===== src/rtl/bsws_pkg.sv =====
// ----------------------------------------------------------------------------
// bsws_pkg: shared types and constants
// Operation, status, cell shift and state codes for the search stack.
// ----------------------------------------------------------------------------
package bsws_pkg;

	localparam int DATA_W = 32;

	typedef enum logic [1:0] {
		MODE_PUSH   = 2'd0,
		MODE_POP    = 2'd1,
		MODE_DUMP   = 2'd2,
		MODE_SEARCH = 2'd3
	} mode_t;

	typedef enum logic [1:0] {
		ST_OK       = 2'd0,
		ST_OVERFLOW = 2'd1,
		ST_EMPTY    = 2'd2
	} status_t;

	// Move of the cell chain: keep, shift away from the top, shift toward it
	typedef enum logic [1:0] {
		SHIFT_HOLD = 2'd0,
		SHIFT_DOWN = 2'd1,
		SHIFT_UP   = 2'd2
	} shift_t;

	typedef enum logic [1:0] {
		FSM_IDLE = 2'b01,
		FSM_SCAN = 2'b10
	} state_t;

	typedef logic signed [DATA_W-1:0] word_t;

endpackage


===== src/rtl/bsws_item_if.sv =====
// ----------------------------------------------------------------------------
// bsws_item_if: request channel
// Valid/ready channel carrying one stack operation and its operand.
// ----------------------------------------------------------------------------
interface bsws_item_if;
	import bsws_pkg::*;

	logic  valid;
	logic  ready;
	mode_t mode;
	word_t operand_value;

	modport source (output valid, output mode, output operand_value, input ready);
	modport sink (input valid, input mode, input operand_value, output ready);

endinterface


===== src/rtl/bsws_result_if.sv =====
// ----------------------------------------------------------------------------
// bsws_result_if: result channel
// Valid/ready channel carrying one status, data word, found flag and last mark.
// ----------------------------------------------------------------------------
interface bsws_result_if;
	import bsws_pkg::*;

	logic    valid;
	logic    ready;
	status_t status;
	word_t   data_value;
	logic    found;
	logic    last_item;

	modport source (output valid, output status, output data_value, output found,
		output last_item, input ready);
	modport sink (input valid, input status, input data_value, input found,
		input last_item, output ready);

endinterface


===== src/rtl/bsws_cell.sv =====
// ----------------------------------------------------------------------------
// bsws_cell: one stack slot
// Holds one word and loads from its upper or lower neighbor on a shift.
// ----------------------------------------------------------------------------
module bsws_cell (
	input  logic             clk,
	input  bsws_pkg::shift_t cmd,
	input  bsws_pkg::word_t  up_data,
	input  bsws_pkg::word_t  down_data,
	output bsws_pkg::word_t  data
);
	import bsws_pkg::*;

	word_t data_q;

	// Take the neighbor's word on a shift, hold otherwise
	always_ff @(posedge clk) begin
		case (cmd)
			SHIFT_DOWN: data_q <= up_data;
			SHIFT_UP:   data_q <= down_data;
			SHIFT_HOLD: data_q <= data_q;
			default:    data_q <= data_q;
		endcase
	end

	assign data = data_q;

endmodule


===== src/rtl/bounded_stack_with_search_top.sv =====
// ----------------------------------------------------------------------------
// bounded_stack_with_search_top: LIFO stack of signed words with search
// Chain of DEPTH cells, cell 0 the top of stack, with a one-result output.
// ----------------------------------------------------------------------------
// Usage:
//   item   : requests (mode, operand_value), taken when valid and ready.
//   result : status, data_value, found, last_item, one register deep.
//   Push and pop shift the whole chain one place and write their result
//   to the output register; a new request is taken in the next cycle if
//   the output register is free or being drained.
//   Dump and search rotate the chain through a full circle, one place per
//   step, reading cell 0 at each step; the circle brings every entry
//   back to its place. Dump gives one result per stored entry, top first,
//   last_item on the bottom one; search gives one result on its last step.
//   A pop, dump or search on an empty stack, or a push to a full one,
//   gives a single status result.
//   A dump or search takes no new request until its rotation ends, as
//   the single read port at cell 0 of the rotating chain serves each step.
//   When the receiver stalls with a result pending, the rotation and the
//   request side hold until the result is taken.
//   Reset empties the stack and drops any pending result; the cell words
//   are not cleared and are never read before being written.
// ----------------------------------------------------------------------------
module bounded_stack_with_search_top #(
	parameter int DEPTH = 8
) (
	input  logic clk,
	input  logic arst_n,
	bsws_item_if.sink     item,
	bsws_result_if.source result
);
	import bsws_pkg::*;

	localparam int CW = $clog2(DEPTH + 1);
	localparam int SW = $clog2(DEPTH);

	state_t          state_q;
	logic [CW-1:0]   count_q;
	logic [SW-1:0]   step_q;
	logic            dump_q;
	logic            hit_q;
	word_t           key_q;

	logic            out_valid_q;
	status_t         out_status_q;
	word_t           out_data_q;
	logic            out_found_q;
	logic            out_last_q;

	word_t           cell_q [DEPTH];
	shift_t          shift_cmd;

	logic            out_free;
	logic            accept;
	logic            scan_go;
	logic            in_range;
	logic            hit_now;
	logic            scan_end;

	logic            load_out;
	status_t         nx_status;
	word_t           nx_data;
	logic            nx_found;
	logic            nx_last;

	// Build the chain: cell 0 takes the operand on push, the top wraps to the bottom
	for (genvar i = 0; i < DEPTH; i++) begin : g_cell
		word_t up_w;
		word_t down_w;
		if (i == 0) begin : g_top
			assign up_w = item.operand_value;
		end else begin : g_mid
			assign up_w = cell_q[i-1];
		end
		if (i == DEPTH - 1) begin : g_bot
			assign down_w = cell_q[0];
		end else begin : g_up
			assign down_w = cell_q[i+1];
		end
		bsws_cell u_cell (
			.clk       (clk),
			.cmd       (shift_cmd),
			.up_data   (up_w),
			.down_data (down_w),
			.data      (cell_q[i])
		);
	end

	assign out_free   = !out_valid_q || result.ready;
	assign item.ready = (state_q == FSM_IDLE) && out_free;
	assign accept     = item.valid && item.ready;
	assign scan_go    = (state_q == FSM_SCAN) && out_free;
	assign in_range   = CW'(step_q) < count_q;
	assign hit_now    = hit_q || (in_range && (cell_q[0] == key_q));
	assign scan_end   = step_q == SW'(DEPTH - 1);

	// Decode the request or the scan step into a chain move and a result
	always_comb begin
		shift_cmd = SHIFT_HOLD;
		load_out  = 1'b0;
		nx_status = ST_OK;
		nx_data   = '0;
		nx_found  = 1'b0;
		nx_last   = 1'b1;
		if (accept) begin
			load_out = 1'b1;
			case (item.mode)
				MODE_PUSH: begin
					if (count_q == CW'(DEPTH)) begin
						nx_status = ST_OVERFLOW;
					end else begin
						shift_cmd = SHIFT_DOWN;
					end
				end
				MODE_POP: begin
					if (count_q == '0) begin
						nx_status = ST_EMPTY;
					end else begin
						shift_cmd = SHIFT_UP;
						nx_data   = cell_q[0];
					end
				end
				MODE_DUMP, MODE_SEARCH: begin
					if (count_q == '0) begin
						nx_status = ST_EMPTY;
					end else begin
						load_out = 1'b0;
					end
				end
				default: begin
					nx_status = ST_EMPTY;
				end
			endcase
		end else if (scan_go) begin
			shift_cmd = SHIFT_UP;
			if (dump_q) begin
				load_out = in_range;
				nx_data  = cell_q[0];
				nx_last  = CW'(step_q) == (count_q - CW'(1));
			end else begin
				load_out = scan_end;
				nx_found = hit_now;
			end
		end
	end

	// Track occupancy, scan progress and the running hit flag
	always_ff @(posedge clk or negedge arst_n) begin
		if (!arst_n) begin
			state_q <= FSM_IDLE;
			count_q <= '0;
			step_q  <= '0;
			dump_q  <= 1'b0;
			hit_q   <= 1'b0;
		end else begin
			case (state_q)
				FSM_IDLE: begin
					if (accept) begin
						step_q <= '0;
						hit_q  <= 1'b0;
						dump_q <= item.mode == MODE_DUMP;
						if (item.mode == MODE_PUSH && count_q != CW'(DEPTH)) begin
							count_q <= count_q + CW'(1);
						end
						if (item.mode == MODE_POP && count_q != '0) begin
							count_q <= count_q - CW'(1);
						end
						if ((item.mode == MODE_DUMP || item.mode == MODE_SEARCH) &&
							count_q != '0) begin
							state_q <= FSM_SCAN;
						end
					end
				end
				FSM_SCAN: begin
					if (scan_go) begin
						hit_q  <= hit_now;
						step_q <= step_q + SW'(1);
						if (scan_end) begin
							state_q <= FSM_IDLE;
						end
					end
				end
				default: begin
					state_q <= FSM_IDLE;
				end
			endcase
		end
	end

	// Latch the key with each request
	always_ff @(posedge clk) begin
		if (accept) begin
			key_q <= item.operand_value;
		end
	end

	// Hold the pending result until the receiver takes it
	always_ff @(posedge clk or negedge arst_n) begin
		if (!arst_n) begin
			out_valid_q <= 1'b0;
		end else if (load_out) begin
			out_valid_q <= 1'b1;
		end else if (result.ready) begin
			out_valid_q <= 1'b0;
		end
	end

	always_ff @(posedge clk) begin
		if (load_out) begin
			out_status_q <= nx_status;
			out_data_q   <= nx_data;
			out_found_q  <= nx_found;
			out_last_q   <= nx_last;
		end
	end

	assign result.valid      = out_valid_q;
	assign result.status     = out_status_q;
	assign result.data_value = out_data_q;
	assign result.found      = out_found_q;
	assign result.last_item  = out_last_q;

endmodule


===== src/flat_wrapper.sv =====
// flat-port wrapper written by rule: the top's interface ports become plain ports
module bounded_stack_with_search_top_flat import bsws_pkg::*;
#(
	parameter int DEPTH = 8
)
  (clk, arst_n, item_valid, item_mode, item_operand_value, item_ready, result_valid, result_status, result_data_value, result_found, result_last_item, result_ready);
  bsws_item_if item_i ();
  bsws_result_if result_i ();
  input  logic clk;
  input  logic arst_n;
  input wire logic [$bits(item_i.valid)-1:0] item_valid;
  input wire logic [$bits(item_i.mode)-1:0] item_mode;
  input wire logic [$bits(item_i.operand_value)-1:0] item_operand_value;
  output wire logic [$bits(item_i.ready)-1:0] item_ready;
  output wire logic [$bits(result_i.valid)-1:0] result_valid;
  output wire logic [$bits(result_i.status)-1:0] result_status;
  output wire logic [$bits(result_i.data_value)-1:0] result_data_value;
  output wire logic [$bits(result_i.found)-1:0] result_found;
  output wire logic [$bits(result_i.last_item)-1:0] result_last_item;
  input wire logic [$bits(result_i.ready)-1:0] result_ready;
  assign item_i.valid = item_valid;
  assign item_i.mode = item_mode;
  assign item_i.operand_value = item_operand_value;
  assign item_ready = item_i.ready;
  assign result_valid = result_i.valid;
  assign result_status = result_i.status;
  assign result_data_value = result_i.data_value;
  assign result_found = result_i.found;
  assign result_last_item = result_i.last_item;
  assign result_i.ready = result_ready;
  bounded_stack_with_search_top #(.DEPTH(DEPTH)) u_core (.clk(clk), .arst_n(arst_n), .item(item_i), .result(result_i));
endmodule

===== config.mk =====
export PLATFORM = sky130hd
export DESIGN_NAME = bounded_stack_with_search_top_flat
export DESIGN_NICKNAME = d
export VERILOG_FILES = /design/src/rtl/bsws_pkg.sv /design/src/rtl/bsws_item_if.sv /design/src/rtl/bsws_result_if.sv /design/src/rtl/bsws_cell.sv /design/src/rtl/bounded_stack_with_search_top.sv /design/src/flat_wrapper.sv
export SDC_FILE = /design/constraint.sdc
export NUM_CORES = 1
export LEC_CHECK = 0
export ABC_AREA = 1
export BUFFER_PORTS_ARGS = -buffer_cell sky130_fd_sc_hd__buf_2
export CORE_MARGIN = 3
export CORE_UTILIZATION = 55
export DETAILED_ROUTE_END_ITERATION = 16
export PLACE_DENSITY = 0.84
export SLEW_MARGIN = 10
export SYNTH_ARGS = -nofsm -noshare
export SYNTH_HDL_FRONTEND = slang
export SYNTH_SLANG_ARGS = --single-unit

===== constraint.sdc =====
create_clock -name clk -period 8.9 [get_ports clk]
set_clock_uncertainty 0.05 [all_clocks]
set_input_delay 0.89 -clock clk [delete_from_list [all_inputs] [get_ports clk]]
set_output_delay 0.89 -clock clk [all_outputs]
set_load 0.02 [all_outputs]

### After elaboration in Yosys (flattened, before gate mapping)

Cells that the tools add are included.

| operators by class | value |
|---|---|
| mux-type cells | 41 |
| bitwise operators | 2 |
| eq/ne operators | 16 |
| add/subtract/negate cells | 3 |
| $lt $le $gt $ge | 1 |
| reductions and logical operators | 26 |

Operators by type and width:

| cell | number |
|---|---|
| one-hot mux 32 bit (2 select lines) | 8 |
| two-way mux 32 bit | 5 |
| equality test 32 bit | 1 |
| two-way mux 2 bit | 8 |
| one-hot mux 2 bit (2 select lines) | 3 |
| two-way mux 1 bit | 11 |
| OR reduction 3 bit | 3 |
| equality test 2 bit (second input constant) | 4 |
| two-way mux 4 bit | 2 |
| nonzero test 2 bit | 4 |
| logical AND 1 bit | 7 |
| equality test 2 x 1 -> 1 bit (second input constant) | 3 |
| two-way mux 3 bit | 2 |
| inequality test 2 x 1 -> 1 bit (second input constant) | 3 |
| one-hot mux 3 bit (2 select lines) | 1 |
| AND reduction 3 bit | 2 |
| adder 4 x 1 -> 4 bit (second input constant) | 1 |
| equality test 3 x 4 -> 1 bit | 1 |
| equality test 4 bit (second input constant) | 1 |
| logical NOT 4 bit | 1 |
| < comparator 3 x 4 -> 1 bit | 1 |
| inequality test 4 bit (second input constant) | 1 |
| AND reduction 4 bit | 1 |
| nonzero test 4 bit | 1 |
| 11 further kinds | 14 |

| word-level totals | value |
|---|---|
| output and inout port bits | 38 |
| flip-flop bits (word level) | 336 |
| bits of input ports | 38 |

### Depth between registers and ports, before layout

| depth | value |
|---|---|
| word-level depth | 7 |
| gate-level depth with buffers | 14 |

### Modules after synthesis

A second synthesis with hierarchy kept.

| unflattened totals | value |
|---|---|
| cells, all modules | 1418 |
| area, all modules | 15423.5 µm² |

Modules (own cells, without submodules):

| module | instances | area each (µm²) | cells an instance |
|---|---|---|---|
| bsws_cell | 8 | 1472.7 | 139 |
| bounded_stack_with_search_top | 1 | 3642.2 | 306 |

### Worst setup path before layout

OpenSTA, ideal clock, no wires.

| timing path | value |
|---|---|
| path kind | input port to flip-flop |
| start point | input result_ready |
| end point | register u_core.g_cell[0].u_cell.data_q[0], enable pin |
| arrival time | 7388 ps |
| cell stages on the path | 7 |
| buffers on the path | 0 |
| slack | 854 ps |
| setup time | 608 ps |
| required time | 8242 ps |
| path through | inv_1 nand2_2 nand3_4 inv_1 nand3_1 ha_1 inv_1 |

| on the way | value |
|---|---|
| longest elaborated chain between the ends | 6 |
| elaborated cells between the ends (all ways) | 9 |

RTL lines:

| what | RTL line | text |
|---|---|---|
| start: declaration | flat_wrapper.sv:20 | `input wire logic [$bits(result_i.ready)-1:0] result_ready;` |
| logical OR 1 bit * | bounded_stack_with_search_top.sv:89 | `assign out_free = !out_valid_q \|\| result.ready;` |
| logical AND 1 bit * | bounded_stack_with_search_top.sv:90 | `assign item.ready = (state_q == FSM_IDLE) && out_free;` |
| logical AND 1 bit * | bounded_stack_with_search_top.sv:91 | `assign accept = item.valid && item.ready;` |
| via u_core.accept | bounded_stack_with_search_top.sv:54 | `logic accept;` |
| two-way mux 2 bit * | bounded_stack_with_search_top.sv:105 | `if (accept) begin` |
| equality test 2 bit / equality test 2 x 1 -> 1 bit (equally long branches) | bsws_cell.sv:18 | `case (cmd)` |
| nonzero test 2 bit (no line) * | n/a |  |
| end signal: assignment | bsws_cell.sv:19 | `SHIFT_DOWN: data_q <= up_data;` |
| end signal: assignment | bsws_cell.sv:20 | `SHIFT_UP: data_q <= down_data;` |
| end signal: assignment | bsws_cell.sv:21 | `SHIFT_HOLD: data_q <= data_q;` |
| end: declaration | bsws_cell.sv:14 | `word_t data_q;` |

Mark *: on every way through the listed nets, which the timed path passes. The rest lies on a longest branch.
A chain may end at the register's enable or synchronous reset.

### Worst setup path after layout

| timing path | value |
|---|---|
| start point | register u_core.state_q[0] |
| end point | register u_core.g_cell[4].u_cell.data_q[30], enable pin |

| on the way | value |
|---|---|
| longest elaborated chain between the ends | 6 |
| elaborated cells between the ends (all ways) | 10 |

RTL lines:

| what | RTL line | text |
|---|---|---|
| start: declaration | bounded_stack_with_search_top.sv:37 | `state_t state_q;` |
| start signal: assignment | bounded_stack_with_search_top.sv:150 | `state_q <= FSM_IDLE;` |
| start signal: assignment | bounded_stack_with_search_top.sv:170 | `state_q <= FSM_SCAN;` |
| start signal: assignment | bounded_stack_with_search_top.sv:179 | `state_q <= FSM_IDLE;` |
| equality test 2 x 1 -> 1 bit * | bounded_stack_with_search_top.sv:90 |  |
| logical AND 1 bit * | bounded_stack_with_search_top.sv:90 |  |
| logical AND 1 bit * | bounded_stack_with_search_top.sv:91 |  |
| via u_core.accept | bounded_stack_with_search_top.sv:54 |  |
| two-way mux 2 bit * | bounded_stack_with_search_top.sv:105 |  |
| equality test 2 bit / equality test 2 x 1 -> 1 bit (equally long branches) | bsws_cell.sv:18 |  |
| nonzero test 2 bit (no line) * | n/a |  |
| end signal: assignment | bsws_cell.sv:19 |  |
| end signal: assignment | bsws_cell.sv:20 |  |
| end signal: assignment | bsws_cell.sv:21 |  |
| end: declaration | bsws_cell.sv:14 |  |

Marked as above.

==> results.cfg <==
[cells_and_area]
area_growth_pct = 11.4
final_nets = 1357
register_area_um2 = 10000
final_cell_mix = edfxtp_1 (324), nand2_1 (171), nor2_1 (163)
drive_gt1_frac = 0.114
multi_input_area_um2 = 3380
fillers = 1818
final_common_cell = edfxtp_1
finish.utilization = 0.628

[drt]
post_drt_wl_per_cell_um = 15.6
drt_iter0_markers = 833
drt_pass1_iterations = 5
postRouteWirelength_mm = 25.8
wl_met1_mm = 11.3
viasPerCell = 5.23
met2_length_mm = 12.6
met3_wirelength_mm = 1.08
route.detailed.drc = 0
drtAntennaViolNets = 0
dr.max_layer_used = met4
vias = 8666

[placed_design]
port_buffers = 75
place_congestion = 0.806
dpl.hpwl_mm = 15.5

[clock_network]
cts-root-buf = clkbuf_16
ctsResizeCount = 0
cts_setup_buffers = 0
cts.clk_slew.worst_paths_ns = 0.06
clock-sinks = 336
numCtsBuffers = 34
htree_num_levels = 2
cts_tree = yes
clock_path_buffers = 3
cts_hold_buf = 0
clk_latency_ns = 0.52

[synthesis]
syn_nets = 1300
synthCells = 1248
avgSynthCellArea_um2 = 11.4
synthTopCellsByArea = edfxtp_1 (68%), o21ai_0 (4.9%), a21oi_1 (4.6%)
synth_top_family_by_area = simple AND/OR/NAND/NOR gates
synth_compound_area_frac = 0.0989
synth_xor_area_frac = 0.0215
synth-edff-count = 324
ys_types = 29
synth-simple-area-share = 0.103
synth_top_area_frac = 0.681
ys_ff_latch = 336
yosysWarnings = 0
synth_fa_ha_area_frac = 0.0123
ys.flop_type = edfxtp_1
synth_area_um2 = 14300
yosysTopAreaCell = edfxtp_1
ys_seq_area_frac = 0.702
synthArstFlopShare = 0.0357
synthMuxAreaShare = 0

[die]
die_w_um = 167
die_height_um = 167
placementRows = 58
initial_utilization = 0.564
die_area_um2 = 27900
core_um2 = 25300
io_pins = 76

[critical_path]
cp.arrival_ns = 4.05
rr_startpoint = u_core.state_q[0]
cp-start-kind = register
crit_path_end_kind = register
criticalPathCategory = register to register
cpPeakStageDelay_ns = 0.92
cp-startpoint = u_core.state_q[0]
required_ns = 8.97
crit_path_max_fanout = 101
crit_chain = ha_1 -> nand3_4 -> clkinv_1 -> buf_4 -> nand3_1 -> ha_4 -> inv_8 -> buf_4
path_common_cell = buf_4
worst_path_max_delay_cell = buf_4

[sta]
relSlewSlack = 0.313
finalHoldViolCount = 0
setup_viol = 0
worst_pin_slew_ns = 1.03
post-route-period-util = 0.447
fin_hold_ws_ns = 0.220
drv_slew = 0
rsz0062_at_grt = no
layout_min_cycle_time_ns = 3.98
setup_tns_ns = 0
fmax_mhz = 251

[job]
max_cap_violations = 0

[grt]
grt_overflow = 0
antenna_found_initial = 1
grt_start_max_net_pins = 275
grt_pass1_wl_mm = 42.2
grt_pass1_vias = 8599
grtUsageTotal = 0.184

[worst_hold_path]
hold_path_class = input pin to async pin

[pwr]
power_density_nw_per_um2 = 368
vdd_drop_max_v = 0.000188
power.leakage_nw = 6.01

[run_status]
outcome = finished clean
-- through the flow --
stage,cell area (um^2),instances,power (mW),setup WS [ns]
2_1_floorplan,14300,1248,4.20,0.854
3_3_place_gp,14900,1599,4.41,4.69
3_5_place_dp,14900,1599,4.53,4.56
4_1_cts,15900,1657,5.91,4.87
5_1_grt,15900,1658,6.24,4.60
6_report,15900,1658,5.86,4.92
-- critical path: cells and delay by family, from the launching register on --
kind | cells | cell delay (ns)
fa+ha+maj | 2 | 0.57
buf+inv | 4 | 1.92
flops | 1 | 0.54
simple gates | 2 | 0.42
-- cell usage after synthesis, types with 2 or more instances --
| cell type | instances |
|---|---|
| inv_1 | 157 |
| xor2_1 | 4 |
| nand4_1 | 4 |
| nand2_1 | 171 |
| clkbuf_1 | 18 |
| dfrtp_1 | 11 |
| edfxtp_1 | 324 |
| inv_2 | 2 |
| ha_1 | 14 |
| o21ai_0 | 139 |
| xnor2_1 | 31 |
| nor2_2 | 12 |
| nand3_1 | 8 |
| nor3_1 | 2 |
| nor2_1 | 163 |
| buf_1 | 2 |
| a21oi_1 | 131 |
| o211ai_1 | 4 |
| buf_2 | 37 |
| nand2_2 | 3 |
| buf_6 | 3 |
-- kinds of logic after synthesis --
group | Yosys count
AO/OA/AOI/OAI | 277
XOR/XNOR | 35
adder cells (fa/ha/maj) | 14
buffers and inverters | 219
flip-flops | 336
AND/OR/NAND/NOR | 367
-- worst paths after layout --
path,cells past startpoint,end,slack [ns]
worst max-delay path,8,u_core.g_cell[4].u_cell.data[30],4.92
worst min-delay path,1,u_core.result.valid,0.22
worst max register to register,8,u_core.g_cell[4].u_cell.data[30],4.92
worst min register to register,2,u_core.g_cell[6].u_cell.data[21],0.46
max in group asynchronous,1,u_core.state_q[0],8.30
min in group clk,2,u_core.g_cell[6].u_cell.data[21],0.46
-- layer usage --
layer | vias to the layer above | global-route usage
met3 | 63 | 0.0314
met1 | 4070 | 0.247
li1 | 4340 | -
met5 | - | 0
met2 | 193 | 0.307
met4 | 0 | 0.0679
-- flip-flops by register name, summed over array words and instances, names as in the netlist --
signal	cells
u_core.g_cell.u_cell.data	256
u_core.key_q	32
u_core.result.data_value	32
u_core.count_q	4
u_core.step_q	3
u_core.result.status	2
u_core.state_q	2
u_core.dump_q	1
u_core.hit_q	1
u_core.result.found	1
u_core.result.last_item	1
u_core.result.valid	1
-- report_power, final --
group          internal (mW)  switching (mW)  leakage [nW]
clock network          0.775           0.574         0.516
logic                  0.462            1.16          2.35
registers               2.65           0.231          3.14
-- cell type report --
type	instances	share of cell area
flip-flops and latches	336	0.630
multi-input cells	693	0.212
clock buffers	38	0.0558
inverters	159	0.0380
repair buffers	81	0.0272
well taps	330	0.0260
clock inverters	20	0.0101
diodes	1	0.000157
Power figures use the tool's default switching activity.
